`src/design/resistive_touch_point_convert_core_assert.svh`:
```
// assertion helpers for the touch point converter
`ifndef RESISTIVE_TOUCH_POINT_CONVERT_CORE_ASSERT_SVH
`define RESISTIVE_TOUCH_POINT_CONVERT_CORE_ASSERT_SVH

// same-cycle implication, disabled while reset is low
`define RTPC_ASSERT_IMPL(label, clk, rstn, ante, cons) \
    label: assert property (@(posedge clk) disable iff (!(rstn)) (ante) |-> (cons)) \
        else $error("rtpc assertion failed");

// next-cycle implication, disabled while reset is low
`define RTPC_ASSERT_NEXT(label, clk, rstn, ante, cons) \
    label: assert property (@(posedge clk) disable iff (!(rstn)) (ante) |=> (cons)) \
        else $error("rtpc assertion failed");

`endif

```
`src/design/rtpc_pkg.sv`:
```
`timescale 1ns / 1ps

package rtpc_pkg;

    // adc and field widths
    localparam int ADC_BITS  = 10;
    localparam int SIZE_W    = 12;
    localparam int PLATE_W   = 16;
    localparam int ROT_W     = 2;
    localparam int OUT_W     = 16;
    localparam int CFG_IDX_W = 3;

    localparam logic [ADC_BITS-1:0] ADC_MAX_V = {ADC_BITS{1'b1}};

    // pressure window and 16-bit signed limits
    localparam logic signed [OUT_W-1:0] PRESSURE_FLOOR = 16'sd10;
    localparam logic signed [OUT_W-1:0] PRESSURE_CEIL  = $signed({{(OUT_W-ADC_BITS){1'b0}},
                                                                  ADC_MAX_V});
    localparam logic signed [OUT_W-1:0] S16_MAX = 16'sh7fff;
    localparam logic signed [OUT_W-1:0] S16_MIN = 16'sh8000;

    // shared divider geometry: quotients below 2^15, larger ones saturate
    localparam int DIV_STEPS = OUT_W - 1;
    localparam int DIV_DEN_W = ADC_BITS;
    localparam int DIV_NUM_W = ADC_BITS + PLATE_W;

    // register indexes
    localparam logic [CFG_IDX_W-1:0] REG_ROTATION   = 3'd0;
    localparam logic [CFG_IDX_W-1:0] REG_WIDTH      = 3'd1;
    localparam logic [CFG_IDX_W-1:0] REG_HEIGHT     = 3'd2;
    localparam logic [CFG_IDX_W-1:0] REG_CAL_X_LOW  = 3'd3;
    localparam logic [CFG_IDX_W-1:0] REG_CAL_X_HIGH = 3'd4;
    localparam logic [CFG_IDX_W-1:0] REG_CAL_Y_LOW  = 3'd5;
    localparam logic [CFG_IDX_W-1:0] REG_CAL_Y_HIGH = 3'd6;
    localparam logic [CFG_IDX_W-1:0] REG_PLATE      = 3'd7;

    // rotation codes
    localparam logic [ROT_W-1:0] ROT_0   = 2'd0;
    localparam logic [ROT_W-1:0] ROT_90  = 2'd1;
    localparam logic [ROT_W-1:0] ROT_180 = 2'd2;
    localparam logic [ROT_W-1:0] ROT_270 = 2'd3;

    // per-item fields carried down the pipe
    typedef struct packed {
        logic                func;
        logic                eq;
        logic [ADC_BITS-1:0] rx;
        logic [ADC_BITS-1:0] ry;
        logic                dneg;
        logic [ADC_BITS-1:0] z1;
        logic                z2nz;
        logic [ADC_BITS+1:0] simple_p;
        logic                sxneg;
        logic                syneg;
    } item_t;

    // fields riding alongside the dividers
    typedef struct packed {
        item_t item;
        logic  psat;
        logic  sxsat;
        logic  sysat;
    } side_t;

    // saturate an 18-bit signed value to 16 bits
    function automatic logic signed [OUT_W-1:0] sat16(input logic signed [OUT_W+1:0] v);
        logic signed [OUT_W-1:0] r;
        if ((v[OUT_W+1:OUT_W-1] == 3'b000) || (v[OUT_W+1:OUT_W-1] == 3'b111)) begin
            r = v[OUT_W-1:0];
        end else if (v[OUT_W+1]) begin
            r = S16_MIN;
        end else begin
            r = S16_MAX;
        end
        return r;
    endfunction

endpackage

```
`src/design/rtpc_div_pipe.sv`:
```
`timescale 1ns / 1ps

module rtpc_div_pipe import rtpc_pkg::*; (
    input  logic                 aclk,
    input  logic                 en,
    input  logic [DIV_NUM_W-1:0] num,
    input  logic [DIV_DEN_W-1:0] den,
    output logic [DIV_STEPS-1:0] quot
);

    // partial remainders and divisors for all but the last step
    logic [DIV_NUM_W-1:0] rem_reg  [DIV_STEPS-1];
    logic [DIV_DEN_W-1:0] den_reg  [DIV_STEPS-1];
    logic [DIV_STEPS-1:0] quot_reg [DIV_STEPS];

    // one restoring step per stage, msb of the quotient first
    for (genvar i = 0; i < DIV_STEPS; i++) begin : g_step
        localparam int K = DIV_STEPS - 1 - i;

        logic [DIV_NUM_W-1:0] rem_in;
        logic [DIV_DEN_W-1:0] den_in;
        logic [DIV_STEPS-1:0] quot_in;
        logic [DIV_NUM_W-1:0] trial;
        logic                 fit;
        logic [DIV_STEPS-1:0] quot_next;

        if (i == 0) begin : g_first
            assign rem_in  = num;
            assign den_in  = den;
            assign quot_in = '0;
        end else begin : g_rest
            assign rem_in  = rem_reg[i-1];
            assign den_in  = den_reg[i-1];
            assign quot_in = quot_reg[i-1];
        end

        assign trial     = DIV_NUM_W'(den_in) << K;
        assign fit       = (rem_in >= trial);
        assign quot_next = quot_in | (DIV_STEPS'(fit) << K);

        always_ff @(posedge aclk) begin
            if (en) begin
                quot_reg[i] <= quot_next;
            end
        end

        if (i < DIV_STEPS - 1) begin : g_carry
            logic [DIV_NUM_W-1:0] rem_next;

            assign rem_next = fit ? (rem_in - trial) : rem_in;

            always_ff @(posedge aclk) begin
                if (en) begin
                    rem_reg[i] <= rem_next;
                    den_reg[i] <= den_in;
                end
            end
        end
    end

    assign quot = quot_reg[DIV_STEPS-1];

endmodule

```
`config.mk`:
```
export PLATFORM = sky130hd
export DESIGN_NAME = rtpc_div_pipe
export DESIGN_NICKNAME = d
export VERILOG_FILES = /design/src/design/resistive_touch_point_convert_core_assert.svh /design/src/design/rtpc_pkg.sv /design/src/design/rtpc_div_pipe.sv
export SDC_FILE = /design/constraint.sdc
export NUM_CORES = 1
export LEC_CHECK = 0
export BUFFER_PORTS_ARGS = -buffer_cell sky130_fd_sc_hd__buf_2
export CELL_PAD_IN_SITES_DETAIL_PLACEMENT = 2
export CELL_PAD_IN_SITES_GLOBAL_PLACEMENT = 2
export CORE_MARGIN = 1
export CORE_UTILIZATION = 49
export DETAILED_ROUTE_END_ITERATION = 6
export GPL_TIMING_DRIVEN = 1
export HOLD_SLACK_MARGIN = 0.1
export PLACE_DENSITY_LB_ADDON = 0.1
export SYNTH_ARGS = -nofsm -noshare
export SYNTH_HDL_FRONTEND = slang
export SYNTH_SLANG_ARGS = --single-unit
```
`constraint.sdc`:
```
create_clock -name aclk -period 5.8 [get_ports aclk]
set_input_delay 0.87 -clock aclk [delete_from_list [all_inputs] [get_ports aclk]]
set_output_delay 0.87 -clock aclk [all_outputs]
set_load 0.03 [all_outputs]
```
## Yosys cells after proc, flatten, opt, wreduce, memory -nomap -nowiden

Memories as Yosys holds them, arrays and structs flattened.
Index checks and enable logic that the tools add are counted.

| operators by class | value |
|---|---|
| add/subtract/negate cells | 14 |
| $lt $le $gt $ge | 15 |
| multiplexer cells | 16 |
| bitwise operators | 14 |

Operators by type and width:

| cell | count |
|---|---|
| $mux 26 | 14 |
| $ge 26x10->1 | 1 |
| $ge 26x11->1 | 1 |
| $ge 26x12->1 | 1 |
| $ge 26x13->1 | 1 |
| $ge 26x14->1 | 1 |
| $ge 26x15->1 | 1 |
| $ge 26x16->1 | 1 |
| $ge 26x17->1 | 1 |
| $ge 26x18->1 | 1 |
| $ge 26x19->1 | 1 |
| $ge 26x20->1 | 1 |
| $ge 26x21->1 | 1 |
| $ge 26x22->1 | 1 |
| $ge 26x23->1 | 1 |
| $ge 26x24->1 | 1 |
| $sub 26x11->26 | 1 |
| $sub 26x12->26 | 1 |
| $sub 26x13->26 | 1 |
| $sub 26x14->26 | 1 |
| $sub 26x15->26 | 1 |
| $sub 26x16->26 | 1 |
| $sub 26x17->26 | 1 |
| $sub 26x18->26 | 1 |
| 21 further kinds | 22 |

| word-level totals | value |
|---|---|
| register bits after elaboration | 0 |
| RAM bits | 729 |
| logic and storage cells | 62 |
| memories kept | 3 |

Memories:

| name | words | bits a word | read ports | clocked after Yosys merged registers in | write ports | RTL line | text |
|---|---|---|---|---|---|---|---|
| rem_reg | 14 | 26 | 14 | 0 | 14 | rtpc_div_pipe.sv:12 | `logic [DIV_NUM_W-1:0] rem_reg [DIV_STEPS-1];` |
| quot_reg | 15 | 15 | 15 | 0 | 15 | rtpc_div_pipe.sv:14 | `logic [DIV_STEPS-1:0] quot_reg [DIV_STEPS];` |
| den_reg | 14 | 10 | 14 | 0 | 14 | rtpc_div_pipe.sv:13 | `logic [DIV_DEN_W-1:0] den_reg [DIV_STEPS-1];` |

## Logic depth before layout (Yosys ltp)

Gate-level depths: netlist of run 1.
An unclocked memory read counts as a cell.

| logic depth | value |
|---|---|
| depth in word-level cells | 3 |
| mapped depth | 12 |
| gate-level depth less buffers | 12 |

## Worst setup path before layout of run 1

OpenSTA, ideal clock, no wires.

| timing path | value |
|---|---|
| kind | input to register |
| start | in num[14] |
| end | mem rem_reg[0][23] in the netlist's numbering (data pin) |
| arrival | 2.885 ns |
| required time | 5.533 ns |
| path slack | 2.648 ns |
| cell stages on the path | 11 |
| cells stage by stage | inv_1 ha_1 fa_1 nor2b_1 o21ai_0 a21oi_1 o21ai_0 o2111ai_1 clkbuf_1 clkbuf_1 o21ai_0 |

RTL lines:

| item | RTL line | text |
|---|---|---|
| start: declaration | rtpc_div_pipe.sv:6 | `input logic [DIV_NUM_W-1:0] num,` |
| end: declaration | rtpc_div_pipe.sv:12 |  |

==> results.md, run 1 <==
* Status: finished, final reports clean
* Port bufs at 52
* RSZ-0062 raised after global routing: false
* Share of the yosys chip area belonging to registers at 0.6289
* Synth Area in Compound Gates at 0.09046
* Share of layout cells above drive strength 1 at 0.08942
* Critical path arrival at 5.21 ns
* FMAX at 0.2062 GHz
* Synth warn at 0
* Final setup vio count at 0
* CTS root buf: clkbuf_16
* Asr flop ratio synth at 0
* DRT antenna net count at 0
* Rel. slew slack at 0.2283
* Cell leakage power at around 12 nW
* Initial antenna violation count at 1
* Skew-Pair Late Insertion Delay at 0.64 ns
* Post-synthesis mux area share at 0.01764
* WP buf/inv at 1
* CTS tree: done
* Worst path cell trace: inv_1 -> ha_1 -> or4b_1 -> nor4b_1 -> a21oi_1 -> o211a_1 -> a311oi_1 -> nand3b_1 -> xnor2_1
* Vias at 20140
* Final Power at between 15 and 20 mW
* Clock buffer count from CTS at 71
* Worst hold-check path type: reg2reg
* Net Count, Synth at between 2000 and 2500
* Flops & latches, synth at 624
* Global-route wire length before repair at 151000 µm
* Crit share post-route at 0.8360
* Post-CTS setup buffer count at 0
* Total GRT Usage at 0.3294
* Top Ports at 53
* CP required at approximately 6.2 ns
* Routed Wire Length at a little over 100000 µm
* Site Rows at 90
* CP top delay family: compound AO/OA/AOI/OAI gates
* Slowest cell on the critical path: a311oi_1
* Synth Area in Simple Gates at 0.1054
* Final Max Tran Viols at 0
* WS Path Type: reg2reg
* Area grow syn2layout at 11.42%
* Critical path launch point type: register
* Placed instance area at slightly above 30000 µm²
* Core Box Area at 60250 µm²
* Peak supply drop at 270.7 µV
* Synth area leaders: edfxtp_1, ha_1, xnor2_1, xor2_1, inv_1
* Reg clk slew, reported paths at around 0.060 ns
* CTS Sinks at 624
* Largest family of logic cells by synthesized area: simple AND/OR/NAND/NOR gates
* Routed len/inst at 31.37 µm
* Hold slack at roughly 0.42 ns
* H-tree depth at 3
* Cts hold-fix bufs at 0
* Post-Syn Area at 29790 µm²
* Max-cap check violation count at 0
* Crit path max fanout at 21
* Post-route cell area at 33200 µm²
* Initial core utilization at 0.4945
* Final Skew at 0.02366 ns
* Vias per cell at 6.231
* Number of global-route vias before repair at 23010
* Cell variety after synth at 74
* Synth Area in XOR/XNOR at 0.05732
* # resized after CTS at 0
* Setup TNS Final at 0 ns
* Minimum clock period after layout at 4.849 ns
* Fin util at 0.5510
* Max clock buf depth at 3
* Final hold viol count at 0
* Final-stage net count at 2601
* Synth area leader: edfxtp_1
* Setup ws final at 0.9512 ns
* Die H at 248.6 µm
* Avg Inst Size Synth at 12.99 µm²
* Detailed Routing Iterations Pass 1 at 5
* First DRT Iteration DRCs at 1353
* Post-synth EDFFs at 624
* Delay of the slowest critical-path stage at 1.02 ns
* Crit path capture type: register
* Synth Area in Adders at 0.07240
* Synth Flop Type: edfxtp_1
* Placer Congestion at ~0.85
* Least-Margin Pin Slew at 1.142 ns
* Max reg flops at 364
* Largest net degree at the start of global routing at ~140
* Final std cells w/o fill at 3232
* Global route overflow at 0
* Die Footprint at 61790 µm²
* Placed insts at 3108
* Drt drc at 0
* DP HPWL at 67640 µm
* Setup slack at placement at 1.603 ns
* Yosys top cell area share at 0.6289
* Mapped Cells at 2293
* Chip width at 248.6 µm
* Pwr/cell area at between 400 and 500 nW/µm²
## logic make-up (layout without fill, tap and decap cells)
logic type / Yosys count / in the layout
compound gates: 431 / 431
other cells: 0 / 1
buf+inv: 219 / 375
simple gates: 613 / 613
xor+xnor: 195 / 195
mux: 47 / 47
fa+ha+maj: 164 / 164
flops: 624 / 624
## where the power goes
group          leakage (nW)  internal [mW]  total, mW  switching (mW)
combinational          5.28           1.55       4.09            2.55
clock                  1.04           2.41       4.38            1.97
sequential             5.98           6.01       6.76           0.742
total                  12.3           9.97       15.2            5.26
## worst register-to-register path, stage by stage, from the launching register on
cell	delay, ns
edfxtp_1	0.45
inv_1	0.10
ha_1	0.42
or4b_1	0.47
nor4b_1	0.97
a21oi_1	0.28
o211a_1	0.47
a311oi_1	1.02
nand3b_1	0.23
xnor2_1	0.19
## path summary, 6_finish.rpt
check	start	endpoint	slack, ns	cells after the start
setup / recovery	den_reg[4][3]	rem_reg[9][17]	0.95	9
hold / removal	quot_reg[1][13]	quot_reg[1][28]	0.42	0
setup reg to reg	den_reg[4][3]	rem_reg[9][17]	0.95	9
hold reg to reg	quot_reg[1][13]	quot_reg[1][28]	0.42	0
## area by class of cell
cell class / count / area [µm²]
diodes: 1 / 2.502
clock buffers: 92 / 1856
clock inverters: 31 / 276.5
fillers: 5567 / 27050
inverters: 189 / 709.4
multi-input cells: 1450 / 10230
flip-flops and latches: 624 / 18740
well taps: 782 / 978.4
repair buffers: 63 / 402.9
## per-layer routing
metal  part of all wire  GRT usage  vias up
met2               0.55     0.6279      636
met1               0.35     0.3286    10390
li1                   -          -     8776
met4              0.075     0.2259        0
met5                  0          0        -
met3              0.033    0.04669      338
## cell usage in the layout (no fill, tap or decap), drive strengths merged, types with 23 or more instances in the layout
cell	Yosys	final
nand2b	34	34
nand2	122	122
nand3	30	30
a21o	26	26
nor4	45	45
nor3	52	52
buf	4	63
o21ai	117	117
xnor2	103	103
mux2	44	44
a211oi	24	24
edfxtp	624	624
ha	150	150
nor2b	23	23
o21a	27	27
a21oi	134	134
xor2	92	92
nor2	178	178
clkbuf	26	92
inv	189	194
## cell usage after synthesis (all sizes together), types with 5 or more instances
cell type	instances
a211oi	24
a21o	26
a21oi	134
a31oi	11
and2	5
and3	9
and4	7
clkbuf	26
edfxtp	624
fa	14
ha	150
inv	189
mux2	44
nand2	122
nand2b	34
nand3	30
nand3b	8
nand4	21
nand4b	10
nor2	178
nor2b	23
nor3	52
nor4	45
nor4b	8
o211ai	11
o21a	27
o21ai	117
o21bai	12
o22ai	5
o31a	9
o31ai	13
o41ai	6
or2	8
or3	17
or4	17
or4b	8
xnor2	103
xor2	92
Note: power is estimated with default switching activity, not from simulation.
==> run 2, diff against run 1 <==
--- a/config.mk
+++ b/config.mk
@@ -9,7 +9,7 @@
 export CELL_PAD_IN_SITES_DETAIL_PLACEMENT = 2
 export CELL_PAD_IN_SITES_GLOBAL_PLACEMENT = 2
 export CORE_MARGIN = 1
-export CORE_UTILIZATION = 49
+export CORE_UTILIZATION = 45
 export DETAILED_ROUTE_END_ITERATION = 6
 export GPL_TIMING_DRIVEN = 1
 export HOLD_SLACK_MARGIN = 0.1
==> constraint.sdc (replaced) <==
create_clock -name aclk -period 4.8 [get_ports aclk]
set_input_delay 0.72 -clock aclk [delete_from_list [all_inputs] [get_ports aclk]]
set_output_delay 0.72 -clock aclk [all_outputs]
set_load 0.03 [all_outputs]
==> run 2 against run 1 <==
Cell count rose by 2.7%. Sequential share of layout area fell by 0.59 points. First-iteration DRC count fell by 11%. Sequential cell count did not move. Sequential power rose by 20%. Combinational power rose by 15%. Worst setup slack got worse by 0.25 ns. Fmax rose by 18%. Utilization fell by 3.4 points. Design area rose by 1.1%. Power rose by 21%. Largest power group unchanged. Highest routed layer unchanged.
==> results.md, run 2 (synthesis results as in run 1) <==
* Detailed Routing Iterations Pass 1 at 7 (+2)
* Largest net degree at the start of global routing at 110 (-23%)
* Max-cap check violation count at 0 (unchanged)
* First DRT Iteration DRCs at 1210 (-11%)
* FMAX at 0.2439 GHz (+18%)
* Core Box Area at 64930 µm² (+7.8%)
* H-tree depth at 3 (unchanged)
* Crit path capture type: register
* Slowest cell on the critical path: a311oi_1
* Post-CTS setup buffer count at 0 (unchanged)
* Worst hold-check path type: in2reg
* Final setup vio count at 0 (unchanged)
* Share of layout cells above drive strength 1 at 0.09615 (+0.006722)
* Pwr/cell area at 548.4 nW/µm² (+20%)
* Hold Path Depth at 1 (+1)
* CTS tree: done
* Port bufs at 52 (unchanged)
* Crit path max fanout at 21 (unchanged)
* Minimum clock period after layout at 4.099 ns (-0.7493 ns)
* Final Skew at 0.03232 ns (+0.008655 ns)
* Vias per cell at 5.880 (-5.6%)
* Site Rows at 93 (+3.3%)
* Worst path depth at 8 (-1)
* Delay of the slowest critical-path stage at 0.81 ns (-0.21 ns)
* Final hold viol count at 0 (unchanged)
* Crit share post-route at 0.8541 (+0.01806)
* WS Path Type: reg2reg
* DP HPWL at 62180 µm (-8.1%)
* Fillers at 6164 (+11%)
* Die H at 259.3 µm (+4.3%)
* Status: finished, final reports clean
* Area grow syn2layout at 12.60%
* Global route overflow at 0 (unchanged)
* Chip width at 259.3 µm (+4.3%)
* Worst path cell trace: ha_1 -> nand4b_1 -> nor4_1 -> o31ai_1 -> o211a_1 -> a311oi_1 -> nand3b_1 -> xnor2_1
* Die Footprint at 67240 µm² (+8.8%)
* Vias at 19520 (-3.1%)
* Switching share of power at 0.3301 (-0.01538)
* Top Ports at 53 (unchanged)
* Global-route wire length before repair at 140600 µm (-6.9%)
* Commonest non-fill, non-tap cell in the layout: edfxtp_1
* WP buf/inv at 0 (-1)
* Final-stage net count at 2608 (+0.27%)
* Initial core utilization at 0.4589 (-0.03568)
* DRT antenna net count at 0 (unchanged)
* Skew-Pair Late Insertion Delay at 0.64 ns (about the same)
* Rel. slew slack at 0.4155 (+0.1872)
* # diodes at 0 (-1)
* Max reg flops at 364 (unchanged)
* Routed Wire Length at 92980 µm (-8.3%)
* Setup slack at placement at 0.9632 ns (-0.6403 ns)
* CP top delay family: compound AO/OA/AOI/OAI gates
* Least-Margin Pin Slew at 0.8701 ns (-0.2714 ns)
* Sequential Power Share at 0.440 (-0.004)
* Reg clk slew, reported paths at 0.07 ns (about the same)
* Clock buffer count from CTS at 72 (+1.4%)
* CTS root buf: clkbuf_16
* Combinational Power Share at 0.256 (-0.013)
* Initial antenna violation count at 0 (-1)
* CP required at 5.15 ns (-1.01 ns)
* RSZ-0062 raised after global routing: false
* Critical path arrival at 4.45 ns (-0.76 ns)
* Peak supply drop at 276.1 µV (+2.0%)
* Number of global-route vias before repair at 22260 (-3.3%)
* Sw Pwr at 6.073 mW (+15%)
* Setup ws final at 0.7005 ns (-0.2507 ns)
* Cell leakage power at 12.43 nW (+1.0%)
* R2R cell count at 8 (-1)
* Routed len/inst at 28.01 µm (-11%)
* Most frequent cells in the layout: edfxtp_1, inv_1, nor2_1
* CTS Sinks at 624 (unchanged)
* Max clock buf depth at 3 (unchanged)
* Setup TNS Final at 0 ns (unchanged)
* Internal Power at 12.32 mW (+24%)
* Total GRT Usage at 0.2795 (-0.04988)
* Placer Congestion at 0.8342 (-2.1%)
* Drt drc at 0 (unchanged)
* Final Max Tran Viols at 0 (unchanged)
* Clk pwr share at 0.304 (+0.016)
* Critical path launch point type: register
* Cts hold-fix bufs at 0 (unchanged)
* # resized after CTS at 0 (unchanged)
[run 2: cell types whose count changed in the layout (fill, tap and decap cells not counted), sizes merged]
cell	previous run	this run
clkinv	21	29
buf	63	69
clkbuf	92	87
bufinv	3	7
clkinvlp	2	5
diode	1	0
[run 2: worst paths after layout]
check | slack, ns | to | startpoint
worst max-delay path | 0.70 | rem_reg[9][17] | rem_reg[8][14]
worst min-delay path | 0.28 | den_reg[0][8] | den[8]
worst max register to register | 0.70 | rem_reg[9][17] | rem_reg[8][14]
worst min register to register | 0.41 | quot_reg[6][21] | quot_reg[6][6]
[run 2: metal layers]
layer | up-vias | share of wire | global-route usage
li1 | 8798 | - | -
met1 | 10120 | 0.37 | 0.2913
met2 | 393 | 0.56 | 0.5508
met3 | 214 | 0.026 | 0.03622
met4 | 0 | 0.045 | 0.1224
met5 | - | 0 | 0
[run 2: area by class of cell]
| cell class | instances | area, µm² | share of cell area |
|---|---|---|---|
| sequential | 624 | 18740 | 0.5585 |
| tap | 855 | 1070 | 0.03189 |
| timing repair buffer | 69 | 460.4 | 0.01372 |
| multi-input combinational | 1450 | 10230 | 0.3050 |
| clock inverter | 46 | 457.9 | 0.01365 |
| inverter | 189 | 709.4 | 0.02115 |
| clock buffer | 87 | 1879 | 0.05602 |
[run 2: power by group through the flow]
stage	sequential, mW	clock, mW	combinational (mW)
2_1_floorplan	7.76	0	3.17
3_3_place_gp	8.05	0	4.09
3_5_place_dp	8.15	0	4.48
4_1_cts	8.09	5.69	4.71
5_1_grt	8.17	5.83	5.10
6_report	8.09	5.60	4.71
[run 2: through the flow]
stage | instance area (µm²) | power (mW) | instances | util | hold WS [ns]
detailed placement | 31210 | 12.63 | 3187 | 0.4807 | 0.4080
global placement | 31210 | 12.14 | 3187 | 0.4807 | 0.4008
CTS | 33550 | 18.49 | 3320 | 0.5167 | 0.2522
finish | 33550 | 18.40 | 3320 | 0.5167 | 0.2808
global route | 33550 | 19.10 | 3320 | 0.5167 | 0.2615
floorplan | 29790 | 10.93 | 2293 | - | 0.4003
[run 2: worst register-to-register path, stage by stage (launching register included)]
cell      delay, ns
edfxtp_1       0.43
ha_1           0.50
nand4b_1       0.21
nor4_1         0.55
o31ai_1        0.26
o211a_1        0.58
a311oi_1       0.82
nand3b_1       0.27
xnor2_1        0.22
